`src/sv/tbu_pkg.sv`:
```
// Shared constants, command codes and slot entry type for the timer bank.
package tbu_pkg;

   localparam int SLOTS   = 16;
   localparam int SLOT_W  = (SLOTS > 1) ? $clog2(SLOTS) : 1;
   localparam int CNT_W   = $clog2(SLOTS + 1);
   localparam int COUNT_W = 31;
   localparam int UNIT_W  = 16;
   localparam int USE_W   = 5;

   localparam logic [COUNT_W-1:0] COUNT_MAX       = {COUNT_W{1'b1}};
   localparam logic [UNIT_W-1:0]  TIME_UNIT_RESET = 16'd100;

   localparam logic [1:0] CMD_TICK    = 2'd0;
   localparam logic [1:0] CMD_SCAN    = 2'd1;
   localparam logic [1:0] CMD_ENABLE  = 2'd2;
   localparam logic [1:0] CMD_DISABLE = 2'd3;

   localparam logic [1:0] CSR_TIME_UNIT    = 2'd0;
   localparam logic [1:0] CSR_SLOTS_IN_USE = 2'd1;

   typedef struct packed {
      logic               periodic;
      logic               fire_now;
      logic [COUNT_W-1:0] period;
      logic [COUNT_W-1:0] elapsed;
   } entry_type;

   localparam int ENTRY_W = $bits(entry_type);

endpackage

```
`src/sv/software_timer_bank_unit.sv`:
```
// Timer bank top level: command sequencer, slot memory walk and result register.
// Sequence: enable/disable go from acceptance to the finish state, which registers the result
//   word once the result register is free; a tick or scan reads each visited slot, then updates
//   and writes it back in one walk, holding while a firing waits on a busy result register.
// One command at a time, taken in idle; ticks and scans visit min(slots_in_use,SLOTS) slots.
// Reset: synchronous, active high; clears all enables, time_unit to 100, slots_in_use to 0.
//   Slot memory is not cleared: a slot is only looked at once an enable has rewritten it.
module software_timer_bank_unit (
   input  logic                             clock,
   input  logic                             reset,
   // command channel
   input  logic                             req_valid,
   output logic                             req_stall,
   input  logic [1:0]                       req_command,
   input  logic [3:0]                       req_slot,
   input  logic                             req_periodic,
   input  logic [30:0]                      req_period,
   input  logic                             req_fire_now,
   // result channel
   output logic                             rsp_valid,
   input  logic                             rsp_stall,
   output logic                             rsp_fired,
   output logic [3:0]                       rsp_fired_slot,
   output logic                             rsp_last,
   // configuration
   input  logic                             csr_we,
   input  logic [1:0]                       csr_index,
   input  logic [15:0]                      csr_wdata
);

   localparam logic [1:0] ST_IDLE = 2'd0;
   localparam logic [1:0] ST_READ = 2'd1;
   localparam logic [1:0] ST_EVAL = 2'd2;
   localparam logic [1:0] ST_FIN  = 2'd3;

   logic [1:0]                   state_ff, state_in;
   logic [tbu_pkg::UNIT_W-1:0]   time_unit_ff;
   logic [tbu_pkg::USE_W-1:0]    slots_use_ff;
   logic [tbu_pkg::SLOTS-1:0]    enabled_ff, enabled_in;
   logic [tbu_pkg::SLOT_W-1:0]   idx_ff, idx_in;
   logic [tbu_pkg::SLOT_W-1:0]   last_idx_ff, last_idx_in;
   logic                         tick_ff, tick_in;
   logic                         pend_valid_ff, pend_valid_in;
   logic [tbu_pkg::SLOT_W-1:0]   pend_slot_ff, pend_slot_in;
   logic                         rsp_valid_ff, rsp_valid_in;
   logic                         rsp_fired_ff, rsp_fired_in;
   logic [3:0]                   rsp_slot_ff, rsp_slot_in;
   logic                         rsp_last_ff, rsp_last_in;

   logic                         accept;
   logic                         out_free;
   logic [tbu_pkg::CNT_W-1:0]    visit_n;
   logic [tbu_pkg::SLOT_W-1:0]   req_addr;
   logic                         req_in_range;

   logic                         wr_en;
   logic [tbu_pkg::SLOT_W-1:0]   wr_addr;
   tbu_pkg::entry_type           wr_entry;
   logic                         rd_en;
   tbu_pkg::entry_type           rd_entry;
   logic [tbu_pkg::ENTRY_W-1:0]  rd_bits;

   logic                         ev_fire;
   logic                         ev_enabled;
   tbu_pkg::entry_type           ev_entry;

   assign accept    = req_valid && (state_ff == ST_IDLE);
   assign req_stall = (state_ff != ST_IDLE);
   assign out_free  = !rsp_valid_ff || !rsp_stall;

   assign req_addr     = tbu_pkg::SLOT_W'(req_slot);
   assign req_in_range = (32'(req_slot) < tbu_pkg::SLOTS);

   // Clamp the visit count to the number of slots that exist.
   assign visit_n = (32'(slots_use_ff) > tbu_pkg::SLOTS) ? tbu_pkg::CNT_W'(tbu_pkg::SLOTS)
                                                         : tbu_pkg::CNT_W'(slots_use_ff);

   assign rd_entry = tbu_pkg::entry_type'(rd_bits);
   assign rd_en    = (state_ff == ST_READ);

   tbu_ram #(
      .WIDTH (tbu_pkg::ENTRY_W),
      .DEPTH (tbu_pkg::SLOTS)
   ) u_ram (
      .clock   (clock),
      .wr_en   (wr_en),
      .wr_addr (wr_addr),
      .wr_data (wr_entry),
      .rd_en   (rd_en),
      .rd_addr (idx_ff),
      .rd_data (rd_bits)
   );

   tbu_slot_eval u_eval (
      .entry        (rd_entry),
      .enabled      (enabled_ff[idx_ff]),
      .tick         (tick_ff),
      .time_unit    (time_unit_ff),
      .fire         (ev_fire),
      .enabled_next (ev_enabled),
      .entry_next   (ev_entry)
   );

   always_comb begin
      state_in      = state_ff;
      enabled_in    = enabled_ff;
      idx_in        = idx_ff;
      last_idx_in   = last_idx_ff;
      tick_in       = tick_ff;
      pend_valid_in = pend_valid_ff;
      pend_slot_in  = pend_slot_ff;
      rsp_valid_in  = rsp_valid_ff && rsp_stall;
      rsp_fired_in  = rsp_fired_ff;
      rsp_slot_in   = rsp_slot_ff;
      rsp_last_in   = rsp_last_ff;
      wr_en         = 1'b0;
      wr_addr       = idx_ff;
      wr_entry      = ev_entry;

      case (state_ff)
         ST_IDLE: begin
            if (accept) begin
               tick_in       = (req_command == tbu_pkg::CMD_TICK);
               idx_in        = '0;
               last_idx_in   = tbu_pkg::SLOT_W'(visit_n - tbu_pkg::CNT_W'(1));
               pend_valid_in = 1'b0;
               case (req_command)
                  tbu_pkg::CMD_ENABLE: begin
                     // Load the whole entry so stale memory never matters.
                     if (req_in_range) begin
                        wr_en                = 1'b1;
                        wr_addr              = req_addr;
                        wr_entry.periodic    = req_periodic;
                        wr_entry.fire_now    = req_fire_now;
                        wr_entry.period      = req_period;
                        wr_entry.elapsed     = '0;
                        enabled_in[req_addr] = 1'b1;
                     end
                     state_in = ST_FIN;
                  end
                  tbu_pkg::CMD_DISABLE: begin
                     if (req_in_range) begin
                        enabled_in[req_addr] = 1'b0;
                     end
                     state_in = ST_FIN;
                  end
                  default: begin
                     state_in = (visit_n == '0) ? ST_FIN : ST_READ;
                  end
               endcase
            end
         end
         ST_READ: begin
            state_in = ST_EVAL;
         end
         ST_EVAL: begin
            // A new firing pushes out the held one; hold here if that push finds the result slot busy.
            if (!(ev_fire && pend_valid_ff && !out_free)) begin
               wr_en              = enabled_ff[idx_ff];
               enabled_in[idx_ff] = ev_enabled;
               if (ev_fire) begin
                  if (pend_valid_ff) begin
                     rsp_valid_in = 1'b1;
                     rsp_fired_in = 1'b1;
                     rsp_slot_in  = 4'(pend_slot_ff);
                     rsp_last_in  = 1'b0;
                  end
                  pend_valid_in = 1'b1;
                  pend_slot_in  = idx_ff;
               end
               if (idx_ff == last_idx_ff) begin
                  state_in = ST_FIN;
               end else begin
                  idx_in   = idx_ff + tbu_pkg::SLOT_W'(1);
                  state_in = ST_READ;
               end
            end
         end
         ST_FIN: begin
            // Drain the held firing as the final word, or report no firing.
            if (out_free) begin
               rsp_valid_in  = 1'b1;
               rsp_fired_in  = pend_valid_ff;
               rsp_slot_in   = pend_valid_ff ? 4'(pend_slot_ff) : 4'd0;
               rsp_last_in   = 1'b1;
               pend_valid_in = 1'b0;
               state_in      = ST_IDLE;
            end
         end
         default: begin
            state_in = ST_IDLE;
         end
      endcase
   end

   always_ff @(posedge clock) begin
      if (reset) begin
         state_ff      <= ST_IDLE;
         enabled_ff    <= '0;
         pend_valid_ff <= 1'b0;
         rsp_valid_ff  <= 1'b0;
         time_unit_ff  <= tbu_pkg::TIME_UNIT_RESET;
         slots_use_ff  <= '0;
      end else begin
         state_ff      <= state_in;
         enabled_ff    <= enabled_in;
         pend_valid_ff <= pend_valid_in;
         rsp_valid_ff  <= rsp_valid_in;
         if (csr_we) begin
            case (csr_index)
               tbu_pkg::CSR_TIME_UNIT:    time_unit_ff <= csr_wdata;
               tbu_pkg::CSR_SLOTS_IN_USE: slots_use_ff <= csr_wdata[tbu_pkg::USE_W-1:0];
               default: ;
            endcase
         end
      end
   end

   always_ff @(posedge clock) begin
      idx_ff       <= idx_in;
      last_idx_ff  <= last_idx_in;
      tick_ff      <= tick_in;
      pend_slot_ff <= pend_slot_in;
      rsp_fired_ff <= rsp_fired_in;
      rsp_slot_ff  <= rsp_slot_in;
      rsp_last_ff  <= rsp_last_in;
   end

   assign rsp_valid      = rsp_valid_ff;
   assign rsp_fired      = rsp_fired_ff;
   assign rsp_fired_slot = rsp_slot_ff;
   assign rsp_last       = rsp_last_ff;

endmodule

```
`src/sv/tbu_ram.sv`:
```
// Simple dual-port synchronous RAM with registered read data.
module tbu_ram #(
   parameter int WIDTH = 64,
   parameter int DEPTH = 16
) (
   input  logic                                     clock,
   input  logic                                     wr_en,
   input  logic [((DEPTH > 1) ? $clog2(DEPTH) : 1)-1:0] wr_addr,
   input  logic [WIDTH-1:0]                         wr_data,
   input  logic                                     rd_en,
   input  logic [((DEPTH > 1) ? $clog2(DEPTH) : 1)-1:0] rd_addr,
   output logic [WIDTH-1:0]                         rd_data
);

   logic [WIDTH-1:0] mem [DEPTH];

   always_ff @(posedge clock) begin
      if (wr_en) begin
         mem[wr_addr] <= wr_data;
      end
   end

   always_ff @(posedge clock) begin
      if (rd_en) begin
         rd_data <= mem[rd_addr];
      end
   end

endmodule

```
`src/sv/tbu_slot_eval.sv`:
```
// Per-slot update: saturating tick add, fire decision and write-back entry.
module tbu_slot_eval (
   input  tbu_pkg::entry_type               entry,
   input  logic                             enabled,
   input  logic                             tick,
   input  logic [tbu_pkg::UNIT_W-1:0]       time_unit,
   output logic                             fire,
   output logic                             enabled_next,
   output tbu_pkg::entry_type               entry_next
);

   logic [tbu_pkg::COUNT_W:0]   sum;
   logic [tbu_pkg::COUNT_W-1:0] elapsed_new;

   always_comb begin
      sum = {1'b0, entry.elapsed} + {{(tbu_pkg::COUNT_W + 1 - tbu_pkg::UNIT_W){1'b0}}, time_unit};
      if (enabled && tick) begin
         elapsed_new = (sum >= {1'b0, tbu_pkg::COUNT_MAX}) ? tbu_pkg::COUNT_MAX
                                                           : sum[tbu_pkg::COUNT_W-1:0];
      end else begin
         elapsed_new = entry.elapsed;
      end

      fire = enabled && ((elapsed_new >= entry.period) || entry.fire_now);

      entry_next         = entry;
      entry_next.elapsed = elapsed_new;
      enabled_next       = enabled;
      if (fire) begin
         entry_next.fire_now = 1'b0;
         entry_next.elapsed  = '0;
         enabled_next        = entry.periodic;
      end
   end

endmodule

```
`config.mk`:
```
export PLATFORM = sky130hd
export DESIGN_NAME = software_timer_bank_unit
export DESIGN_NICKNAME = d
export VERILOG_FILES = /design/src/sv/tbu_pkg.sv /design/src/sv/software_timer_bank_unit.sv /design/src/sv/tbu_ram.sv /design/src/sv/tbu_slot_eval.sv
export SDC_FILE = /design/constraint.sdc
export NUM_CORES = 1
export LEC_CHECK = 0
export BUFFER_PORTS_ARGS = -buffer_cell sky130_fd_sc_hd__buf_4
export CAP_MARGIN = 10
export CELL_PAD_IN_SITES_DETAIL_PLACEMENT = 1
export CELL_PAD_IN_SITES_GLOBAL_PLACEMENT = 2
export CORE_UTILIZATION = 44
export DETAILED_ROUTE_END_ITERATION = 16
export PLACE_DENSITY_LB_ADDON = 0.1
export REMOVE_ABC_BUFFERS = 1
export SYNTH_ARGS = -nofsm -noshare
export SYNTH_HDL_FRONTEND = slang
export SYNTH_HIERARCHICAL = 1
export SYNTH_SLANG_ARGS = --single-unit
```
`constraint.sdc`:
```
create_clock -name clock -period 9.7 [get_ports clock]
set_clock_uncertainty 0.05 [all_clocks]
set_input_delay 1.94 -clock clock [delete_from_list [all_inputs] [get_ports clock]]
set_output_delay 1.94 -clock clock [all_outputs]
set_load 0.02 [all_outputs]
```
==> qor.csv, run 1 <==
stage;metric;value;unit
layout;final_area;0.0530;sq mm
routing;firstDrtPassIters;7;
power_and_ir_drop;p_leak;17.0;nW
clocking;cts_tree;done;
grt;antenna_found_initial;3;
critical_path;cp_max_fo;34;
power_and_ir_drop;finalPower;12.6;mW
logic_synthesis;synth_edf_count;1107;
critical_path;cp-end-kind;register;
layout;final_common_cell;edfxtp_1;
logic_synthesis;yosysUniqueCellTypes;78;
critical_path;path_cells;buf_4 > mux4_2 > mux2_2 > a22o_1 > and2_1 > nand2_1 > buf_4 > o22a_1 > ha_1 > nor2b_1 > o21a_1 > o21a_1 > o2111ai_1 > a211o_1 > a21oi_1 > o21ai_0 > a21oi_1 > o21a_1 > nand4_1 > a32o_1 > or3b_2 > nor2_4 > buf_4;
power_and_ir_drop;powerDensity;238;mW/mm^2
critical_path;worstRegToRegCells;23;
critical_path;required;9.99;ns
routing;dr.first_iter.drc_count;2334;
routing;wl_per_cell;30.7;microns
clocking;cts-root-buf;clkbuf_16;
logic_synthesis;seq_area_frac_synth;72.2;%
critical_path;crit_arrival;8.21;ns
sta;setup_viol;0;
routing;drt-total-wl;125;mm
grt;grt-ovfl-total;0;
routing;via_per_inst;5.98;
die;io_pins;70;
hold_path;hp-start;time_unit_ff[8];
sta;period_needed;7.92;ns
critical_path;r2r-end;u_ram/mem[2][0];
grt;grt_pass1_wl;181;mm
routing;ant_nets;0;
layout;final_net_count;2712;
die;row_count;119;
sta;worst_pin_slew;1.21;ns
clocking;cts_buffer_depth;3;
clocking;numClockSinks;1148;
sta;finalMaxSlewViolations;0;
routing;drcViolationCount;0;
sta;hold_violations;0;
outcome;outcome;finished clean;
logic_synthesis;avgSynthCellArea;18.7;sq um
die;initial_utilization;44.6;%
placed_design;dpl_cell_area;0.0492;sq mm
logic_synthesis;netlist_area;0.0472;sq mm
die;die_h;329;microns
hold_path;holdPathStages;2;
clocking;numCtsBuffers;116;
sta;rsz0062_at_grt;no;
hold_path;hold_end;time_unit_ff[8];
critical_path;r2r_start;idx_ff[0];
critical_path;rrSetupSlack;1.78;ns
placed_design;place_hpwl;70.7;mm
grt;grt_pass1_vias;26100;
run;maxCapViolations;0;
placed_design;dp_cells;3869;
sta;max_freq;126;MHz
critical_path;cpPeakStageDelay;0.71;ns
logic_synthesis;ys_warn_count;6;
layout;fin_cells;4085;
grt;grt_max_degree;101;
logic_synthesis;async_flop_share;0;%
critical_path;cp.buffers_inverters;3;
layout;regArea;0.0341;sq mm
layout;diodes;0;
sta;fin_crit_sh;81.7;%
clocking;post_cts_buffers;0;
critical_path;crit_family;compound AO/OA/AOI/OAI gates;
clocking;clock_latency;0.72;ns
die;core_area;0.106;sq mm
die;die_w;329;microns
logic_synthesis;syn_inst;2523;
placed_design;portBuffers;69;
layout;fill_cells;9550;
clocking;post_cts_resized;0;
critical_path;timing.critical_path.slowest_stage_cell;buf_4;
critical_path;crit_type;register to register;
layout;multi_input_area;0.0122;sq mm
grt;grt_usage;23.4;%
power_and_ir_drop;peakVddDrop;0.188;mV
sta;relSlewSlack;19.4;%
sta;fin_hold_ws;0.426;ns
critical_path;critPathLaunchType;register;
layout;most-common-layout-cells;edfxtp_1 (1107), mux4_2 (259), nand2_1 (132);
layout;drive_above_1_share;21.7;%
clocking;htreeDepth;3;
clocking;cts.clk_slew.worst_paths;0.06;ns
sta;fin_setup_tns;0;ns
hold_path;hold_class;register to register;
clocking;postCtsHoldBufs;0;
die;die_area;0.109;sq mm
logic_synthesis;ys_ff_latch;1148;
logic_synthesis;synth_top_flop_cell;edfxtp_1;
placed_design;gp_congestion;0.830;
routing;via_count;24400;
layout;areaGrowthSynthToFinish;12.3;%
[where the power goes]
| group | internal, mW | switching [mW] |
|---|---|---|
| registers | 5.90 | 0.0935 |
| logic | 0.779 | 1.38 |
| clock network | 2.57 | 1.91 |
[state kept, by name (all words and copies together), names as in the netlist, 2 cells and up, named ones only]
signal	cells
idx_ff	4
last_idx_ff	4
u_ram/rd_data	64
u_ram/mem	1024
pend_slot_ff	4
time_unit_ff	16
rsp_fired_slot	4
slots_use_ff	5
state_ff	2
[kinds of logic (layout without fill, tap and decap cells)]
| kind of cell | count (synthesis) | after routing | synth area share [%] |
|---|---|---|---|
| buffers and inverters | 205 | 376 | 2.25 |
| xor gates and xnor gates | 33 | 33 | 0.613 |
| AOI/OAI and AO/OA | 330 | 330 | 5.00 |
| DFF | 1148 | 1148 | 72.2 |
| adders and majority gates | 53 | 53 | 1.42 |
| muxes | 322 | 322 | 13.8 |
| and+or+nand+nor | 432 | 432 | 4.73 |
[tightest hold or removal path, stage by stage (launching register included)]
cell,delay (ns)
dfxtp_1,0.32
nand2_1,0.06
a21oi_1,0.05
[stage by stage]
| step | worst slack (ns) | utilization [%] |
|---|---|---|
| 4_1_cts | 1.67 | 50.1 |
| 2_1_floorplan | -10.78 | - |
| 5_1_grt | 1.38 | 50.1 |
| 6_report | 1.78 | 50.1 |
| 3_5_place_dp | 1.65 | 46.5 |
| 3_3_place_gp | 1.87 | 46.5 |
[worst max path at each step]
stage / from / end / slack, ns / cells past startpoint
2_1_floorplan: idx_ff[0] / u_ram/mem[0][0] / -10.78 / 20
3_3_place_gp: idx_ff[0] / u_ram/mem[2][33] / 1.87 / 23
3_5_place_dp: idx_ff[0] / u_ram/mem[2][33] / 1.65 / 23
4_1_cts: idx_ff[0] / u_ram/mem[2][16] / 1.67 / 23
5_1_grt: idx_ff[0] / u_ram/mem[2][17] / 1.38 / 23
6_report: idx_ff[0] / u_ram/mem[2][0] / 1.78 / 23
[final cells by class]
type | count | share of cell area [%]
Sequential cell | 1148 | 64.3
Multi-Input combinational cell | 1170 | 23.0
Clock buffer | 143 | 5.71
Tap cell | 1391 | 3.28
Timing Repair Buffer | 120 | 1.94
Clock inverter | 72 | 1.47
Inverter | 41 | 0.290
[Yosys cell counts, drive strengths merged (17+ instances only)]
library cell	number	area share [%]
o21ai	22	0.24
o21bai	17	0.27
mux2i	25	0.53
a22oi	128	2.0
edfxtp	1107	70
a21oi	66	0.72
mux4	259	12
nand2b	32	0.42
inv	41	0.33
nor3	31	0.34
nor2	63	0.50
dfxtp	41	1.7
ha	52	1.4
mux2	38	0.91
nand2	133	1.1
nor4	19	0.25
nor2b	35	0.46
and2	44	0.58
clkbuf	65	0.52
xor2	18	0.33
buf	99	1.4
nand4	17	0.23
[metal layers]
| metal | GRT usage (%) | wire length, microns |
|---|---|---|
| met1 | 33.1 | 55900 |
| met3 | 4.44 | 7100 |
| met4 | 5.88 | 2690 |
| met5 | 0 | 19 |
| met2 | 37.3 | 59500 |
Note: power is estimated with default switching activity, not from simulation.
==> run 2, diff against run 1 <==
clock period = 6.8 ns   (was 9.7 ns; I/O delays follow)
==> run 2 against run 1 <==
  * Combinational power grew 47%
  * Fmax grew 22%
  * Die area is the same
  * Sequential power grew 43%
  * Global-route usage grew 0.13 points
  * Count of clock-buffer cells in the layout is the same
  * Largest power group unchanged
==> qor.csv, run 2 (synthesis gave the netlist of run 1 again) <==
stage;metric;value;unit;change
die;core_area;0.106;sq mm;unchanged
critical_path;crit_end;u_ram/mem[0][27];;was u_ram/mem[2][0]
placed_design;place_hpwl;73.7;mm;was 70.7 mm
sta;relSlewSlack;18.9;%;was 19.4%
grt;grt_usage;23.5;%;was 23.4%
routing;firstDrtPassIters;5;;was 7
layout;multi_input_area;0.0123;sq mm;was 0.0122 sq mm
critical_path;cp_num_cells;26;;was 23
critical_path;cp_max_fo;27;;was 34
critical_path;cpPeakStageDelay;0.61;ns;was 0.71 ns
critical_path;critPathMostFrequentCell;o21a_1;;
die;row_count;119;;unchanged
layout;regArea;0.0341;sq mm;unchanged
placed_design;pre_cts_ws;0.0792;ns;was 1.65 ns
run;maxCapViolations;0;;unchanged
routing;drt-total-wl;127;mm;was 125 mm
placed_design;gp_congestion;0.854;;was 0.830
hold_path;holdPathStages;2;;unchanged
layout;final_common_cell;edfxtp_1;;unchanged
power_and_ir_drop;internal_power;13.0;mW;was 9.24 mW
die;die_w;329;microns;unchanged
clocking;htreeDepth;3;;unchanged
critical_path;crit_type;register to register;;unchanged
sta;hold_violations;0;;unchanged
sta;worst_pin_slew;1.21;ns;about the same
critical_path;cp-end-kind;register;;unchanged
layout;drive_above_1_share;23.0;%;was 21.7%
grt;antenna_found_initial;6;;was 3
clocking;cts.clk_slew.worst_paths;0.06;ns;about the same
clocking;cts_tree;done;;unchanged
critical_path;required;7.14;ns;was 9.99 ns
power_and_ir_drop;switching_share;27.4;%;was 26.8%
power_and_ir_drop;powerDensity;335;mW/mm^2;was 238 mW/mm^2
routing;wl_per_cell;30.8;microns;was 30.7 microns
sta;finalMaxSlewViolations;0;;unchanged
power_and_ir_drop;p_leak;17.2;nW;was 17.0 nW
power_and_ir_drop;power_switching;4.90;mW;was 3.39 mW
sta;period_needed;6.48;ns;was 7.92 ns
clocking;cts-root-buf;clkbuf_16;;unchanged
critical_path;r2r-end;u_ram/mem[0][27];;was u_ram/mem[2][0]
hold_path;hold_class;register to register;;unchanged
critical_path;timing.critical_path.slowest_stage_cell;or3b_2;;was buf_4
critical_path;cp.buffers_inverters;3;;unchanged
clocking;clock_latency;0.71;ns;was 0.72 ns
placed_design;dp_cells;3896;;was 3869
power_and_ir_drop;pwr-share-clk;34.4;%;was 35.5%
critical_path;worstRegToRegCells;26;;was 23
critical_path;crit_family;compound AO/OA/AOI/OAI gates;;unchanged
die;initial_utilization;44.6;%;unchanged
layout;final_net_count;2757;;was 2712
critical_path;rrSetupSlack;0.32;ns;was 1.78 ns
routing;via_count;24900;;was 24400
critical_path;r2r_start;u_ram/rd_data[2];;was idx_ff[0]
die;io_pins;70;;unchanged
layout;top_regs;u_ram/mem (1024), u_ram/rd_data (64), time_unit_ff (16);;unchanged
layout;fill_cells;9625;;was 9550
power_and_ir_drop;seq_power_share;47.8;%;was 47.4%
grt;grt-ovfl-total;0;;unchanged
layout;largest_reg_flops;1024;;unchanged
die;die_h;329;microns;unchanged
clocking;cts_buffer_depth;3;;unchanged
critical_path;critPathLaunchType;register;;unchanged
routing;via_per_inst;6.03;;was 5.98
critical_path;startpoint;u_ram/rd_data[2];;was idx_ff[0]
clocking;numCtsBuffers;118;;was 116
layout;fin_cells;4130;;was 4085
layout;most-common-layout-cells;edfxtp_1 (1107), mux4_2 (259), buf_4 (134);;was edfxtp_1 (1107), mux4_2 (259), nand2_1 (132)
grt;grt_max_degree;120;;was 101
sta;setup_slack;0.316;ns;was 1.78 ns
routing;drcViolationCount;0;;unchanged
layout;areaGrowthSynthToFinish;13.1;%;was 12.3%
layout;utilization;50.4;%;was 50.1%
power_and_ir_drop;peakVddDrop;0.206;mV;was 0.188 mV
sta;setup_viol;0;;unchanged
power_and_ir_drop;pwr-share-comb;17.8;%;was 17.1%
sta;fin_crit_sh;95.4;%;was 81.7%
layout;top_register;u_ram/mem;;unchanged
clocking;postCtsHoldBufs;0;;unchanged
die;die_area;0.109;sq mm;unchanged
grt;grt_pass1_vias;26400;;was 26100
outcome;outcome;finished clean;;unchanged
critical_path;crit_arrival;6.82;ns;was 8.21 ns
placed_design;portBuffers;69;;unchanged
sta;max_freq;154;MHz;was 126 MHz
routing;dr.first_iter.drc_count;2230;;was 2334
clocking;numClockSinks;1148;;unchanged
grt;grt_pass1_wl;184;mm;was 181 mm
routing;ant_nets;0;;unchanged
run 2: worst min path at each step:
stage,startpoint,endpoint
after detailed placement,time_unit_ff[10],time_unit_ff[10]
after global placement,time_unit_ff[10],time_unit_ff[10]
after CTS,time_unit_ff[10],time_unit_ff[10]
after global routing,time_unit_ff[10],time_unit_ff[10]
after floorplan,time_unit_ff[0],time_unit_ff[0]
final,time_unit_ff[10],time_unit_ff[10]
run 2: worst register-to-register path, delay by kind of cell (launching register included):
family,cells,cell delay (ns)
AOI/OAI and AO/OA,14,2.88
adders and majority gates,2,0.59
buffers and inverters,3,0.64
DFF,1,0.42
and+or+nand+nor,7,1.58
run 2: final cells by class:
cell class	count	area share, %
clock buffers	143	5.71
multi-input cells	1176	23.0
diodes	1	0.00469
clock inverters	73	1.12
well taps	1391	3.26
flip-flops and latches	1148	63.8
repair buffers	157	2.76
inverters	41	0.288
run 2: power by group through the flow:
| stage | clock network [mW] | logic (mW) | registers (mW) |
|---|---|---|---|
| finish | 6.14 | 3.18 | 8.54 |
| global route | 6.51 | 3.43 | 8.56 |
| floorplan | 0 | 2.27 | 8.89 |
| CTS | 6.28 | 3.20 | 8.55 |
| global placement | 0 | 3.12 | 8.68 |
| detailed placement | 0 | 3.19 | 8.69 |
run 2: through the flow:
step	TNS, ns	hold WS, ns	power [mW]	instance area, sq um
after floorplan	-	0.384	11.2	46300
after global placement	0	0.407	11.8	49500
after detailed placement	0	0.416	11.9	49500
after CTS	0	0.417	18.0	53200
after global routing	-0.293	0.439	18.5	53300
final	0	0.414	17.9	53300
run 2: what timing repair did:
action                                  4_1_cts  5_1_grt
resized for setup                             0        8
endpoints found under the setup margin        0      432
buffers inserted                              0       10
run 2: layer usage:
| layer | global-route usage [%] | up-vias | part of all wire, % |
|---|---|---|---|
| met2 | 37.4 | 816 | 47 |
| met1 | 34.8 | 13400 | 45 |
| li1 | - | 10500 | - |
| met3 | 3.36 | 150 | 5.8 |
| met5 | 0 | - | 0.012 |
| met4 | 4.46 | 2 | 1.5 |
==> run 3, diff against run 2 <==
BUFFER_PORTS_ARGS = default   (was -buffer_cell sky130_fd_sc_hd__buf_4)
CORE_ASPECT_RATIO = 0.7   (was default)
CORE_UTILIZATION = 53   (was 44)
DONT_BUFFER_PORTS = 1   (was default)
clock period = 8.3 ns   (was 6.8 ns; I/O delays follow)
==> run 3 against run 2 <==
  * Non-clock buffer count shrank 97
  * Combinational power shrank 20%
  * Fmax down 15%
  * Via count is 1.3% lower
  * Critical endpoint is now u_ram/mem[1][26]
==> qor.csv, run 3 (synthesis gave the netlist of run 1 again) <==
stage;metric;value;unit;change
power_and_ir_drop;internal_power;10.6;mW;was 13.0 mW
sta;relSlewSlack;28.4;%;was 18.9%
hold_path;hold_end;time_unit_ff[8];;was time_unit_ff[10]
routing;wl_per_cell;32.9;microns;was 30.8 microns
sta;fin_crit_sh;91.6;%;was 95.4%
sta;setup_slack;0.694;ns;was 0.316 ns
critical_path;r2r_start;u_ram/rd_data[6];;was u_ram/rd_data[2]
clocking;cts_buffer_depth;3;;unchanged
critical_path;r2r-end;u_ram/mem[1][26];;was u_ram/mem[0][27]
grt;grt_usage;28.1;%;was 23.5%
run;maxCapViolations;0;;unchanged
grt;use_met2;41.6;%;was 37.4%
clocking;post_cts_resized;0;;unchanged
sta;hold_violations;0;;unchanged
sta;fin_setup_tns;0;ns;unchanged
placed_design;portBuffers;0;;was 69
sta;setup_viol;0;;unchanged
layout;fill_cells;7556;;was 9625
placed_design;place_hpwl;75.0;mm;was 73.7 mm
routing;drt-total-wl;124;mm;was 127 mm
power_and_ir_drop;pwr-share-clk;34.1;%;was 34.4%
die;initial_utilization;53.5;%;was 44.6%
clocking;numCtsBuffers;109;;was 118
die;die_area;0.0902;sq mm;was 0.109 sq mm
layout;top_regs;u_ram/mem (1024), u_ram/rd_data (64), time_unit_ff (16);;unchanged
sta;max_freq;131;MHz;was 154 MHz
power_and_ir_drop;seq_power_share;48.4;%;was 47.8%
clocking;cts.clk_slew.worst_paths;0.07;ns;was 0.06 ns
die;die_h;252;microns;was 329 microns
grt;busiest_layer;met1;;was met2
critical_path;crit_arrival;7.96;ns;was 6.82 ns
critical_path;crit_type;register to register;;unchanged
layout;most-common-layout-cells;edfxtp_1 (1107), mux4_2 (259), nand2_1 (132);;was edfxtp_1 (1107), mux4_2 (259), buf_4 (134)
critical_path;cp_max_fo;23;;was 27
layout;final_net_count;2645;;was 2757
routing;via_count;24600;;was 24900
layout;top_register;u_ram/mem;;unchanged
clocking;post_cts_buffers;0;;unchanged
layout;final_common_cell;edfxtp_1;;unchanged
power_and_ir_drop;powerDensity;279;mW/mm^2;was 335 mW/mm^2
hold_path;holdPathStages;2;;unchanged
sta;finalMaxSlewViolations;0;;unchanged
grt;grt_pass1_vias;25300;;was 26400
layout;drive_above_1_share;19.7;%;was 23.0%
power_and_ir_drop;p_leak;16.6;nW;was 17.2 nW
clocking;cts-root-buf;clkbuf_16;;unchanged
grt;antenna_found_initial;6;;unchanged
sta;rsz0062_at_grt;no;;
critical_path;worstRegToRegCells;25;;was 26
sta;period_needed;7.61;ns;was 6.48 ns
power_and_ir_drop;pwr-share-comb;17.5;%;was 17.8%
grt;grt.met1_usage;44.2;%;was 34.8%
power_and_ir_drop;switching_share;27.2;%;was 27.4%
routing;via_per_inst;6.50;;was 6.03
clocking;cts_tree;done;;unchanged
routing;ant_nets;0;;unchanged
routing;dr.first_iter.drc_count;3133;;was 2230
layout;largest_reg_flops;1024;;unchanged
critical_path;rrSetupSlack;0.69;ns;was 0.32 ns
critical_path;required;8.65;ns;was 7.14 ns
outcome;outcome;finished clean;;unchanged
die;die_w;359;microns;was 329 microns
hold_path;hold_class;register to register;;unchanged
critical_path;critPathLaunchType;register;;unchanged
routing;firstDrtPassIters;7;;was 5
sta;worst_pin_slew;1.07;ns;was 1.21 ns
power_and_ir_drop;power_switching;3.95;mW;was 4.90 mW
grt;grt-ovfl-total;0;;unchanged
clocking;htreeDepth;3;;unchanged
placed_design;gp_congestion;0.852;;was 0.854
routing;drcViolationCount;0;;unchanged
grt;grt_max_degree;92;;was 120
power_and_ir_drop;peakVddDrop;0.203;mV;was 0.206 mV
placed_design;pre_cts_ws;0.799;ns;was 0.0792 ns
clocking;numClockSinks;1148;;unchanged
layout;areaGrowthSynthToFinish;10.1;%;was 13.1%
grt;grt_pass1_wl;180;mm;was 184 mm
hold_path;hp-start;time_unit_ff[8];;was time_unit_ff[10]
grt;use_met3;5.33;%;was 3.36%
die;core_area;0.0881;sq mm;was 0.106 sq mm
critical_path;cp-end-kind;register;;unchanged
die;row_count;91;;was 119
clocking;clock_latency;0.72;ns;was 0.71 ns
clocking;postCtsHoldBufs;0;;unchanged
die;io_pins;70;;unchanged
run 3: changes by cell type in the layout (fill, tap and decap cells not counted), sizes merged:
| cell | change |
|---|---|
| nor2 | -6 |
| clkbuf | -13 |
| inv | -2 |
| bufinv | +5 |
| buf | -96 |
| clkinv | -10 |
run 3: final cells by class:
cell class | count | area, sq um | area share (%)
inverter | 41 | 154 | 0.296
clock buffer | 131 | 2830 | 5.45
clock inverter | 66 | 682 | 1.31
antenna | 1 | 2.50 | 0.00482
timing repair buffer | 60 | 538 | 1.04
tap | 1162 | 1450 | 2.80
sequential | 1148 | 34100 | 65.6
multi-input combinational | 1170 | 12200 | 23.5
run 3: power by group through the flow:
stage | Sequential [mW] | Combinational (mW) | Clock [mW]
final | 7.02 | 2.54 | 4.95
after global routing | 7.03 | 2.72 | 5.22
after CTS | 7.01 | 2.54 | 5.02
after detailed placement | 7.14 | 2.53 | 0
after global placement | 7.12 | 2.45 | 0
after floorplan | 7.28 | 1.86 | 0
run 3: through the flow:
stage / cells / instance area, sq um / power, mW / util [%] / hold WS (ns)
global placement: 3581 / 48400 / 9.58 / 54.9 / 0.405
CTS: 3778 / 51900 / 14.6 / 58.9 / 0.417
global route: 3778 / 51900 / 15.0 / 58.9 / 0.432
finish: 3779 / 51900 / 14.5 / 58.9 / 0.415
floorplan: 2359 / 46300 / 9.14 / - / 0.384
detailed placement: 3581 / 48400 / 9.66 / 54.9 / 0.407
run 3: per-layer routing:
layer,share of wire (%),vias up
met5,0.0088,-
met4,1.4,2
met3,7.6,118
met2,45,948
met1,46,13200
li1,-,10300
run 3: worst max-delay path, cell delays in order, from the launching register on:
cell and delay (ns):
edfxtp_1 0.42, ha_1 0.39, a21oi_1 0.42, o211ai_2 0.23, a41oi_2 0.37, a211oi_1 0.16
nor2_1 0.22, or2_1 0.14, nand2_1 0.15, buf_4 0.26, o22a_1 0.24, ha_1 0.30
nor2b_1 0.14, o21a_1 0.16, o21a_1 0.16, o2111ai_1 0.25, a211o_1 0.21, a21oi_1 0.11
o21ai_0 0.32, a21oi_1 0.18, o21a_1 0.23, nand4_1 0.17, a32o_1 0.36, or3b_2 0.61
nor2_4 0.72, buf_12 0.28
run 3: worst max-delay path by stage:
| stage | from | end | slack, ns |
|---|---|---|---|
| 6_report | u_ram/rd_data[6] | u_ram/mem[1][26] | 0.69 |
| 5_1_grt | u_ram/rd_data[6] | u_ram/mem[1][40] | 0.31 |
| 3_5_place_dp | u_ram/rd_data[6] | u_ram/mem[1][61] | 0.80 |
| 3_3_place_gp | u_ram/rd_data[6] | u_ram/mem[3][61] | 0.97 |
| 4_1_cts | u_ram/rd_data[6] | u_ram/mem[1][26] | 0.79 |
| 2_1_floorplan | idx_ff[0] | u_ram/mem[0][0] | -12.18 |
